--- src/hdl/tws_pkg.sv ---
// Shared types and constants for the three-wire serial master.
package tws_pkg;

  // Delay unit length after reset, in ticks.
  localparam logic [7:0] HALF_PERIOD_RESET = 8'd1;

  // Default depth of the word queue between the front and back parts.
  localparam int QUEUE_DEPTH_DEFAULT = 2;

  // Transaction kinds carried in the opcode field of an input word.
  localparam logic OP_WRITE = 1'b0;
  localparam logic OP_READ  = 1'b1;

  // One input word: one tick of the timebase with its request and line sample.
  typedef struct packed {
    logic       start_req;
    logic       opcode;
    logic [7:0] command_byte;
    logic [7:0] write_data;
    logic       io_in;
  } in_word_t;

  // One result word: line levels and status after the tick.
  typedef struct packed {
    logic       chip_enable;
    logic       serial_clock;
    logic       io_out;
    logic       io_drive;
    logic       busy_res;
    logic       done_res;
    logic [7:0] read_result;
  } out_word_t;

endpackage

--- src/hdl/tws_front.sv ---
// Front part: accepts input words and holds them in a short queue for the back part.
module tws_front import tws_pkg::*; #(
  parameter int QUEUE_DEPTH = QUEUE_DEPTH_DEFAULT
) (
  input  logic     clk,
  input  logic     rst_n,
  input  logic     in_valid,
  output logic     in_stall,
  input  in_word_t in_word,
  output logic     q_valid,
  output in_word_t q_word,
  input  logic     q_pop
);

  localparam int PTR_W = (QUEUE_DEPTH > 1) ? $clog2(QUEUE_DEPTH) : 1;
  localparam int CNT_W = $clog2(QUEUE_DEPTH + 1);
  localparam logic [PTR_W-1:0] PTR_LAST = PTR_W'(QUEUE_DEPTH - 1);
  localparam logic [CNT_W-1:0] CNT_FULL = CNT_W'(QUEUE_DEPTH);

  in_word_t         store_r [QUEUE_DEPTH];
  logic [PTR_W-1:0] wr_ptr_r, wr_ptr_nxt;
  logic [PTR_W-1:0] rd_ptr_r, rd_ptr_nxt;
  logic [CNT_W-1:0] count_r, count_nxt;
  logic             push;
  logic             pop;

  assign in_stall = (count_r == CNT_FULL);
  assign push     = in_valid && !in_stall;
  assign q_valid  = (count_r != '0);
  assign pop      = q_pop && q_valid;
  assign q_word   = store_r[rd_ptr_r];

  always_comb begin
    wr_ptr_nxt = wr_ptr_r;
    rd_ptr_nxt = rd_ptr_r;
    count_nxt  = count_r;
    if (push) begin
      wr_ptr_nxt = (wr_ptr_r == PTR_LAST) ? '0 : wr_ptr_r + PTR_W'(1);
    end
    if (pop) begin
      rd_ptr_nxt = (rd_ptr_r == PTR_LAST) ? '0 : rd_ptr_r + PTR_W'(1);
    end
    if (push && !pop) begin
      count_nxt = count_r + CNT_W'(1);
    end else if (pop && !push) begin
      count_nxt = count_r - CNT_W'(1);
    end
  end

  always_ff @(posedge clk) begin
    if (!rst_n) begin
      wr_ptr_r <= '0;
      rd_ptr_r <= '0;
      count_r  <= '0;
    end else begin
      wr_ptr_r <= wr_ptr_nxt;
      rd_ptr_r <= rd_ptr_nxt;
      count_r  <= count_nxt;
    end
  end

  always_ff @(posedge clk) begin
    if (push) begin
      store_r[wr_ptr_r] <= in_word;
    end
  end

endmodule

--- src/hdl/tws_back.sv ---
// Back part: the link sequencer, stepping once per queued tick, with its result register.
module tws_back import tws_pkg::*; (
  input  logic      clk,
  input  logic      rst_n,
  input  logic      cfg_we,
  input  logic [7:0] cfg_wdata,
  input  logic      q_valid,
  input  in_word_t  q_word,
  output logic      q_pop,
  output logic      out_valid,
  input  logic      out_stall,
  output out_word_t out_word
);

  localparam logic [3:0] PH_IDLE      = 4'd0;
  localparam logic [3:0] PH_CE_GAP    = 4'd1;
  localparam logic [3:0] PH_TX_LOW    = 4'd2;
  localparam logic [3:0] PH_TX_HIGH   = 4'd3;
  localparam logic [3:0] PH_RD_WAIT   = 4'd4;
  localparam logic [3:0] PH_RX_LOW    = 4'd5;
  localparam logic [3:0] PH_RX_HIGH   = 4'd6;
  localparam logic [3:0] PH_END_W     = 4'd7;
  localparam logic [3:0] PH_TAIL_REL  = 4'd8;
  localparam logic [3:0] PH_TAIL_LOW  = 4'd9;
  localparam logic [3:0] PH_TAIL_HIGH = 4'd10;

  localparam logic [3:0] LAST_READ_BIT  = 4'd7;
  localparam logic [3:0] LAST_WRITE_BIT = 4'd15;

  logic [7:0]  half_period_r;
  logic [3:0]  phase_r, phase_nxt;
  logic [3:0]  bit_index_r, bit_index_nxt;
  logic [8:0]  delay_r, delay_nxt;
  logic [15:0] out_shift_r, out_shift_nxt;
  logic [7:0]  in_shift_r, in_shift_nxt;
  logic        is_read_r, is_read_nxt;
  out_word_t   out_word_r, out_word_nxt;
  logic        out_valid_r;

  logic        step;
  logic        done;
  logic [7:0]  unit;
  logic [8:0]  one_unit;
  logic [8:0]  two_units;
  logic [8:0]  delay_dec;

  assign step      = q_valid && (!out_valid_r || !out_stall);
  assign q_pop     = step;
  assign out_valid = out_valid_r;
  assign out_word  = out_word_r;

  // A zero half period behaves as one tick.
  assign unit      = (half_period_r == 8'd0) ? 8'd1 : half_period_r;
  assign one_unit  = {1'b0, unit};
  assign two_units = {unit, 1'b0};
  assign delay_dec = (delay_r != 9'd0) ? delay_r - 9'd1 : 9'd0;

  always_comb begin
    phase_nxt     = phase_r;
    bit_index_nxt = bit_index_r;
    delay_nxt     = delay_r;
    out_shift_nxt = out_shift_r;
    in_shift_nxt  = in_shift_r;
    is_read_nxt   = is_read_r;
    done          = 1'b0;
    if (phase_r == PH_IDLE) begin
      if (q_word.start_req) begin
        is_read_nxt   = (q_word.opcode == OP_READ);
        out_shift_nxt = {q_word.write_data, q_word.command_byte};
        bit_index_nxt = 4'd0;
        phase_nxt     = PH_CE_GAP;
        delay_nxt     = one_unit;
      end
    end else if (delay_dec != 9'd0) begin
      delay_nxt = delay_dec;
    end else begin
      unique case (phase_r)
        PH_CE_GAP: begin
          bit_index_nxt = 4'd0;
          phase_nxt     = PH_TX_LOW;
          delay_nxt     = one_unit;
        end
        PH_TX_LOW: begin
          phase_nxt = PH_TX_HIGH;
          delay_nxt = one_unit;
        end
        PH_TX_HIGH: begin
          if (bit_index_r >= (is_read_r ? LAST_READ_BIT : LAST_WRITE_BIT)) begin
            phase_nxt = is_read_r ? PH_RD_WAIT : PH_END_W;
            delay_nxt = is_read_r ? two_units : one_unit;
          end else begin
            bit_index_nxt = bit_index_r + 4'd1;
            out_shift_nxt = {1'b0, out_shift_r[15:1]};
            phase_nxt     = PH_TX_LOW;
            delay_nxt     = one_unit;
          end
        end
        PH_RD_WAIT: begin
          bit_index_nxt = 4'd0;
          phase_nxt     = PH_RX_LOW;
          delay_nxt     = one_unit;
        end
        PH_RX_LOW: begin
          in_shift_nxt = {q_word.io_in, in_shift_r[7:1]};
          phase_nxt    = PH_RX_HIGH;
          delay_nxt    = one_unit;
        end
        PH_RX_HIGH: begin
          if (bit_index_r >= LAST_READ_BIT) begin
            phase_nxt = PH_TAIL_REL;
          end else begin
            bit_index_nxt = bit_index_r + 4'd1;
            phase_nxt     = PH_RX_LOW;
          end
          delay_nxt = one_unit;
        end
        PH_TAIL_REL: begin
          phase_nxt = PH_TAIL_LOW;
          delay_nxt = one_unit;
        end
        PH_TAIL_LOW: begin
          phase_nxt = PH_TAIL_HIGH;
          delay_nxt = one_unit;
        end
        default: begin
          // End of a write, end of the read tail, or an unused code.
          phase_nxt = PH_IDLE;
          delay_nxt = 9'd0;
          done      = 1'b1;
        end
      endcase
    end
  end

  // Line levels follow the phase the step ends in.
  always_comb begin
    out_word_nxt              = '0;
    out_word_nxt.busy_res     = (phase_nxt != PH_IDLE);
    out_word_nxt.done_res     = done;
    out_word_nxt.read_result  = in_shift_nxt;
    unique case (phase_nxt)
      PH_CE_GAP, PH_TX_LOW: begin
        out_word_nxt.chip_enable = 1'b1;
        out_word_nxt.io_drive    = 1'b1;
        out_word_nxt.io_out      = out_shift_nxt[0];
      end
      PH_TX_HIGH: begin
        out_word_nxt.chip_enable  = 1'b1;
        out_word_nxt.serial_clock = 1'b1;
        out_word_nxt.io_drive     = 1'b1;
        out_word_nxt.io_out       = out_shift_nxt[0];
      end
      PH_RD_WAIT, PH_RX_HIGH: begin
        out_word_nxt.chip_enable  = 1'b1;
        out_word_nxt.serial_clock = 1'b1;
      end
      PH_RX_LOW: begin
        out_word_nxt.chip_enable = 1'b1;
      end
      PH_END_W: begin
        out_word_nxt.io_drive = 1'b1;
        out_word_nxt.io_out   = out_shift_nxt[0];
      end
      PH_TAIL_LOW: begin
        out_word_nxt.io_drive = 1'b1;
      end
      PH_TAIL_HIGH: begin
        out_word_nxt.io_drive = 1'b1;
        out_word_nxt.io_out   = 1'b1;
      end
      default: begin
      end
    endcase
  end

  always_ff @(posedge clk) begin
    if (!rst_n) begin
      half_period_r <= HALF_PERIOD_RESET;
      phase_r       <= PH_IDLE;
      bit_index_r   <= 4'd0;
      delay_r       <= 9'd0;
      out_shift_r   <= 16'd0;
      in_shift_r    <= 8'd0;
      is_read_r     <= 1'b0;
      out_valid_r   <= 1'b0;
    end else begin
      if (cfg_we) begin
        half_period_r <= cfg_wdata;
      end
      if (step) begin
        phase_r     <= phase_nxt;
        bit_index_r <= bit_index_nxt;
        delay_r     <= delay_nxt;
        out_shift_r <= out_shift_nxt;
        in_shift_r  <= in_shift_nxt;
        is_read_r   <= is_read_nxt;
        out_valid_r <= 1'b1;
      end else if (!out_stall) begin
        out_valid_r <= 1'b0;
      end
    end
  end

  always_ff @(posedge clk) begin
    if (step) begin
      out_word_r <= out_word_nxt;
    end
  end

endmodule

--- src/hdl/three_wire_serial_master_top.sv ---
// Top level of the three-wire serial master: front queue and back sequencer.
//
//   Channel  Direction  Handshake                    Word
//   in_      input      in_valid / in_stall          in_word_t, one timebase tick
//   out_     output     out_valid / out_stall        out_word_t, line levels per tick
//   cfg_     input      cfg_we, no back-pressure     half period in ticks
//
// The block takes one input word every clock cycle while in_stall is low, and returns
// one result word for each, in order. A word passes the queue (two entries by default)
// and the result register: the sequencer steps it once it is at the queue head, and
// the result register holds its result until taken; the sequencer takes one word per
// cycle, limited only by the result register being free.
// Reset is synchronous and active low; it empties the queue, idles the sequencer and
// sets the half period to one tick. A stall on the result side holds the result
// register; the queue keeps taking words until it is full, then raises in_stall.
module three_wire_serial_master_top import tws_pkg::*; #(
  parameter int QUEUE_DEPTH = QUEUE_DEPTH_DEFAULT
) (
  input  logic       clk,
  input  logic       rst_n,
  input  logic       in_valid,
  output logic       in_stall,
  input  in_word_t   in_word,
  output logic       out_valid,
  input  logic       out_stall,
  output out_word_t  out_word,
  input  logic       cfg_we,
  input  logic [7:0] cfg_wdata
);

  // Queue head as seen by the sequencer.
  logic     q_valid;
  in_word_t q_word;
  logic     q_pop;

  // The front buffers ticks so that a stalled result side does not stop acceptance
  // at once.
  tws_front #(
    .QUEUE_DEPTH (QUEUE_DEPTH)
  ) u_front (
    .clk      (clk),
    .rst_n    (rst_n),
    .in_valid (in_valid),
    .in_stall (in_stall),
    .in_word  (in_word),
    .q_valid  (q_valid),
    .q_word   (q_word),
    .q_pop    (q_pop)
  );

  // The back steps the link sequencer once per tick and registers the line levels.
  tws_back u_back (
    .clk       (clk),
    .rst_n     (rst_n),
    .cfg_we    (cfg_we),
    .cfg_wdata (cfg_wdata),
    .q_valid   (q_valid),
    .q_word    (q_word),
    .q_pop     (q_pop),
    .out_valid (out_valid),
    .out_stall (out_stall),
    .out_word  (out_word)
  );

endmodule
--- config.mk ---
export PLATFORM = sky130hd
export DESIGN_NAME = three_wire_serial_master_top
export DESIGN_NICKNAME = d
export VERILOG_FILES = /design/src/hdl/tws_pkg.sv /design/src/hdl/tws_front.sv /design/src/hdl/tws_back.sv /design/src/hdl/three_wire_serial_master_top.sv
export SDC_FILE = /design/constraint.sdc
export NUM_CORES = 1
export LEC_CHECK = 0
export ABC_AREA = 1
export BUFFER_PORTS_ARGS = -buffer_cell sky130_fd_sc_hd__clkbuf_2
export CAP_MARGIN = 20
export CORE_AREA = 8 8 123 125
export CTS_BUF_LIST = sky130_fd_sc_hd__clkbuf_4 sky130_fd_sc_hd__clkbuf_8 sky130_fd_sc_hd__clkbuf_16
export DETAILED_ROUTE_END_ITERATION = 16
export DIE_AREA = 0 0 131 133
export GPL_TIMING_DRIVEN = 0
export SYNTH_ARGS = -nofsm -noshare
export SYNTH_HDL_FRONTEND = slang
export SYNTH_SLANG_ARGS = --single-unit
--- constraint.sdc ---
create_clock -name clk -period 2.9 [get_ports clk]
set_input_delay 0.145 -clock clk [delete_from_list [all_inputs] [get_ports clk]]
set_output_delay 0.145 -clock clk [all_outputs]
set_load 0.02 [all_outputs]
==> impl_metrics.py <==
metrics = {
    "logic_synthesis": {
        "fraction_of_synthesized_area_in_multiplexers_pct": 0.1955,
        "yosys_warnings": 0,
        "synth-main-ff-cell": "dfxtp_1",
        "synth-edff-count": 52,
        "synth-simple-area-share_pct": 23.33,
        "compound_gate_portion_of_the_synthesized_area_pct": 14.32,
        "synth-adder-area-share_pct": 0.9773,
        "synthArstFlopShare_pct": 0,
        "synth.avg_cell_area_um2": 8.065,
        "synth_fp_nets": 671,
        "post_synthesis_cell_count": 635,
        "seq_area_frac_synth_pct": 52.38,
        "netlist_area_pre_place_um2": 5121,
        "synthXorXnorAreaFrac_pct": 0.5131,
        "synth_cell_types": 33,
        "ys_ff_latch": 108,
        "main_combinational_cell_family_by_area_after_synthesis": "simple AND/OR/NAND/NOR gates",
    },
    "flow_run": {
        "max_cap_violations": 0,
    },
    "min_path": {
        "hold_path_stages": 3,
        "min_from": "cfg_wdata[0]",
        "hold_path_class": "input pin to flop",
        "hold_end": "u_back.half_period_r[0]",
    },
    "timing": {
        "timing.max_slew.rel_slack_pct": 39.90,
        "finalSetupTns_ps": 0,
        "worst_clock_skew_ps": 7.895,
        "fmax_mhz": 383.2,
        "final_hold_viol_count": 0,
        "final.min_clock_period_ps": 2610,
        "rsz0062_at_grt": "no",
        "final.period_utilization_pct": 89.99,
        "worst_slew_pin_slew_ps": 895.4,
        "drv_slew": 0,
        "setup-violations-final": 0,
    },
    "global_routing": {
        "initial_antenna_violation_count": 0,
        "grt_pass1_vias": 4270,
        "grt_pass1_wl_um": 20040,
        "maximum_number_of_pins_on_one_net_before_global_route_repair": 22,
        "grt-ovfl-total": 0,
        "grt_use_total_pct": 14.35,
    },
    "cts": {
        "cts_tree": "done",
        "cts_num_sinks": 108,
        "clock_tree.root_cell": "clkbuf_16",
        "cts_resized": 0,
        "worst_skew_pair.late_latency_ps": 350,
        "cts.htree.levels": 3,
        "cts_buffers": 9,
        "clk_pin_slew_worst_paths_ps": 70,
        "cts-root-to-sink-buffers": 2,
    },
    "routing": {
        "detailedRoute.firstIterationViolations": 229,
        "remaining_drc_errors": 0,
        "first_pass_iters": 5,
        "num_vias": 4427,
        "antenna_left": 0,
        "post_drt_wl_per_cell_um": 13.40,
        "finalWirelength_um": 12020,
        "viasPerCell": 4.935,
    },
    "cells_and_area": {
        "post_route_cells_drive_above_1_share_pct": 12.90,
        "commonest_cells_after_routing_fill_and_taps_aside": "nand2_1 (149), inv_1 (75), a21oi_1 (66), dfxtp_1 (56), edfxtp_1 (52)",
        "final_common_cell": "nand2_1",
        "area_growth_syn_to_layout_pct": 20.03,
        "antennaDiodeCount": 0,
        "final_cell_area_um2": 6147,
        "n_fill_cell": 1271,
        "final_nets": 752,
    },
    "worst_setup_path": {
        "worst-path-max-fanout": 10,
        "end_of_the_worst_register_to_register_path": "u_back.out_word[11]",
        "worst-r2r-setup-slack_ps": 290,
        "regToRegStartpoint": "u_back.delay_r[0]",
        "cp-start-kind": "flop",
        "worst-r2r-cell-count": 17,
        "path_class": "flop to flop",
        "cp_data_arrival_time_ps": 2720,
        "critical_path_required_ps": 3010,
        "end_kind": "flop",
    },
    "place": {
        "placed_area_um2": 5612,
        "finalWeightedCongestion": 0.9230,
        "place.port_buffers": 47,
        "dp.final_hpwl_um": 8655,
    },
    "pwr": {
        "power_per_cell_area_nw_per_um2": 1009,
        "static-leakage-power_nw": 2.631,
        "worst_ir_drop_vdd_uv": 403.9,
    },
    "run_status": {
        "run_status": "finished clean",
    },
    "floorplan": {
        "io_pins": 48,
        "dieArea_um2": 17420,
        "placement_rows": 42,
        "die_y_um": 133,
        "die_w_um": 131,
        "core_area_um2": 13090,
        "initial_core_util_pct": 39.14,
    },
}
==> what timing repair did <==
item,in CTS,in global routing
setup buffers,0,2
hold endpoints to repair,38,0
endpoints found under the setup margin,0,11
hold buffers,19,0
==> registers in the layout, indices dropped and copies added (netlist names), 2 cells and up, named ones only <==
signal and cells:
u_back.in_shift_r 8, u_front.store_r 38, u_back.half_period_r 8, u_back.phase_r 4, u_back.bit_index_r 4, u_front.count_r 2, u_back.out_word 14, u_back.out_shift_r 16
u_back.delay_r 9
==> logic make-up (layout without fill, tap and decap cells) <==
logic type	count (synthesis)	after routing
DFF	108	108
muxes	1	1
buffers and inverters	106	192
xor gates and xnor gates	3	3
AOI/OAI and AO/OA	138	138
and+or+nand+nor	275	275
adders and majority gates	4	4
==> power breakdown <==
part	switching (mW)	total, mW	internal [mW]
clock	0.590	1.36	0.773
combinational	1.80	2.62	0.812
sequential	0.184	2.22	2.04
total	2.58	6.20	3.62
==> synth_stat cells (5+ instances only) <==
cell / instances / share of area (%)
clkinv_1: 5 / 0.37
dfxtp_1: 56 / 22
nor2_2: 9 / 1.1
o21ai_0: 32 / 3.1
o22ai_1: 7 / 0.86
a21oi_1: 66 / 6.5
nand2_1: 149 / 11
nand4_1: 23 / 2.8
inv_1: 75 / 5.5
nand3_1: 34 / 3.3
o21ai_1: 17 / 1.7
a31oi_1: 7 / 0.86
clkbuf_1: 17 / 1.2
edfxtp_1: 52 / 30
nor2_1: 49 / 3.6
==> per-stage QoR <==
step | util, % | hold WS (ps) | cells | setup WS, ps | total power, mW
detailed placement | 42.89 | 337.2 | 860 | 237.0 | 4.836
CTS | 46.86 | 11.41 | 895 | 207.7 | 6.230
global route | 46.98 | 32.83 | 897 | 17.29 | 6.683
floorplan | - | 243.9 | 635 | 667.6 | 4.135
finish | 46.98 | 14.93 | 897 | 290.1 | 6.200
global placement | 42.62 | 333.1 | 858 | 261.0 | 4.754
==> final cells by class <==
class	count	area, um^2	area share [%]
sequential	108	2683	43.64
multi-input combinational	421	2019	32.85
timing repair buffer	70	470.5	7.653
inverter	83	311.5	5.068
clock buffer	9	225.2	3.664
tap	176	220.2	3.582
buffer	23	112.6	1.832
clock inverter	7	105.1	1.710
==> worst max-delay path, stage by stage (launching register included) <==
cell and delay, ps:
dfxtp_1 320, clkinv_1 200, ha_1 330, nand2_1 140
nor2_1 60, nand2_1 80, buf_6 140, nand3_1 130
nand2_2 130, inv_2 70, nand3_2 160, nand2_1 100
nand2_1 130, nor2_1 100, o21ai_0 90, nand2_1 70
nand2_1 60, nand2_1 50
==> worst max path at each step <==
stage	to	slack, ps	cells past startpoint	startpoint
finish	u_back.out_word[11]	290	17	u_back.delay_r[0]
detailed placement	u_back.in_shift_r[0]	240	15	u_back.delay_r[0]
global placement	u_back.in_shift_r[6]	260	15	u_back.delay_r[0]
CTS	u_back.in_shift_r[0]	210	15	u_back.delay_r[0]
floorplan	u_back.out_shift_r[10]	670	16	u_back.delay_r[0]
global route	u_back.out_word[11]	20	17	u_back.delay_r[0]
==> per-layer routing <==
| metal | wire length (um) | up-vias | global-route usage, % |
|---|---|---|---|
| li1 | - | 2294 | - |
| met1 | 5327 | 2018 | 17.21 |
| met2 | 5981 | 104 | 23.94 |
| met3 | 526 | 11 | 3.536 |
| met4 | 186 | 0 | 5.552 |
| met5 | 0 | - | 0 |
(Power assumes the default switching activity.)
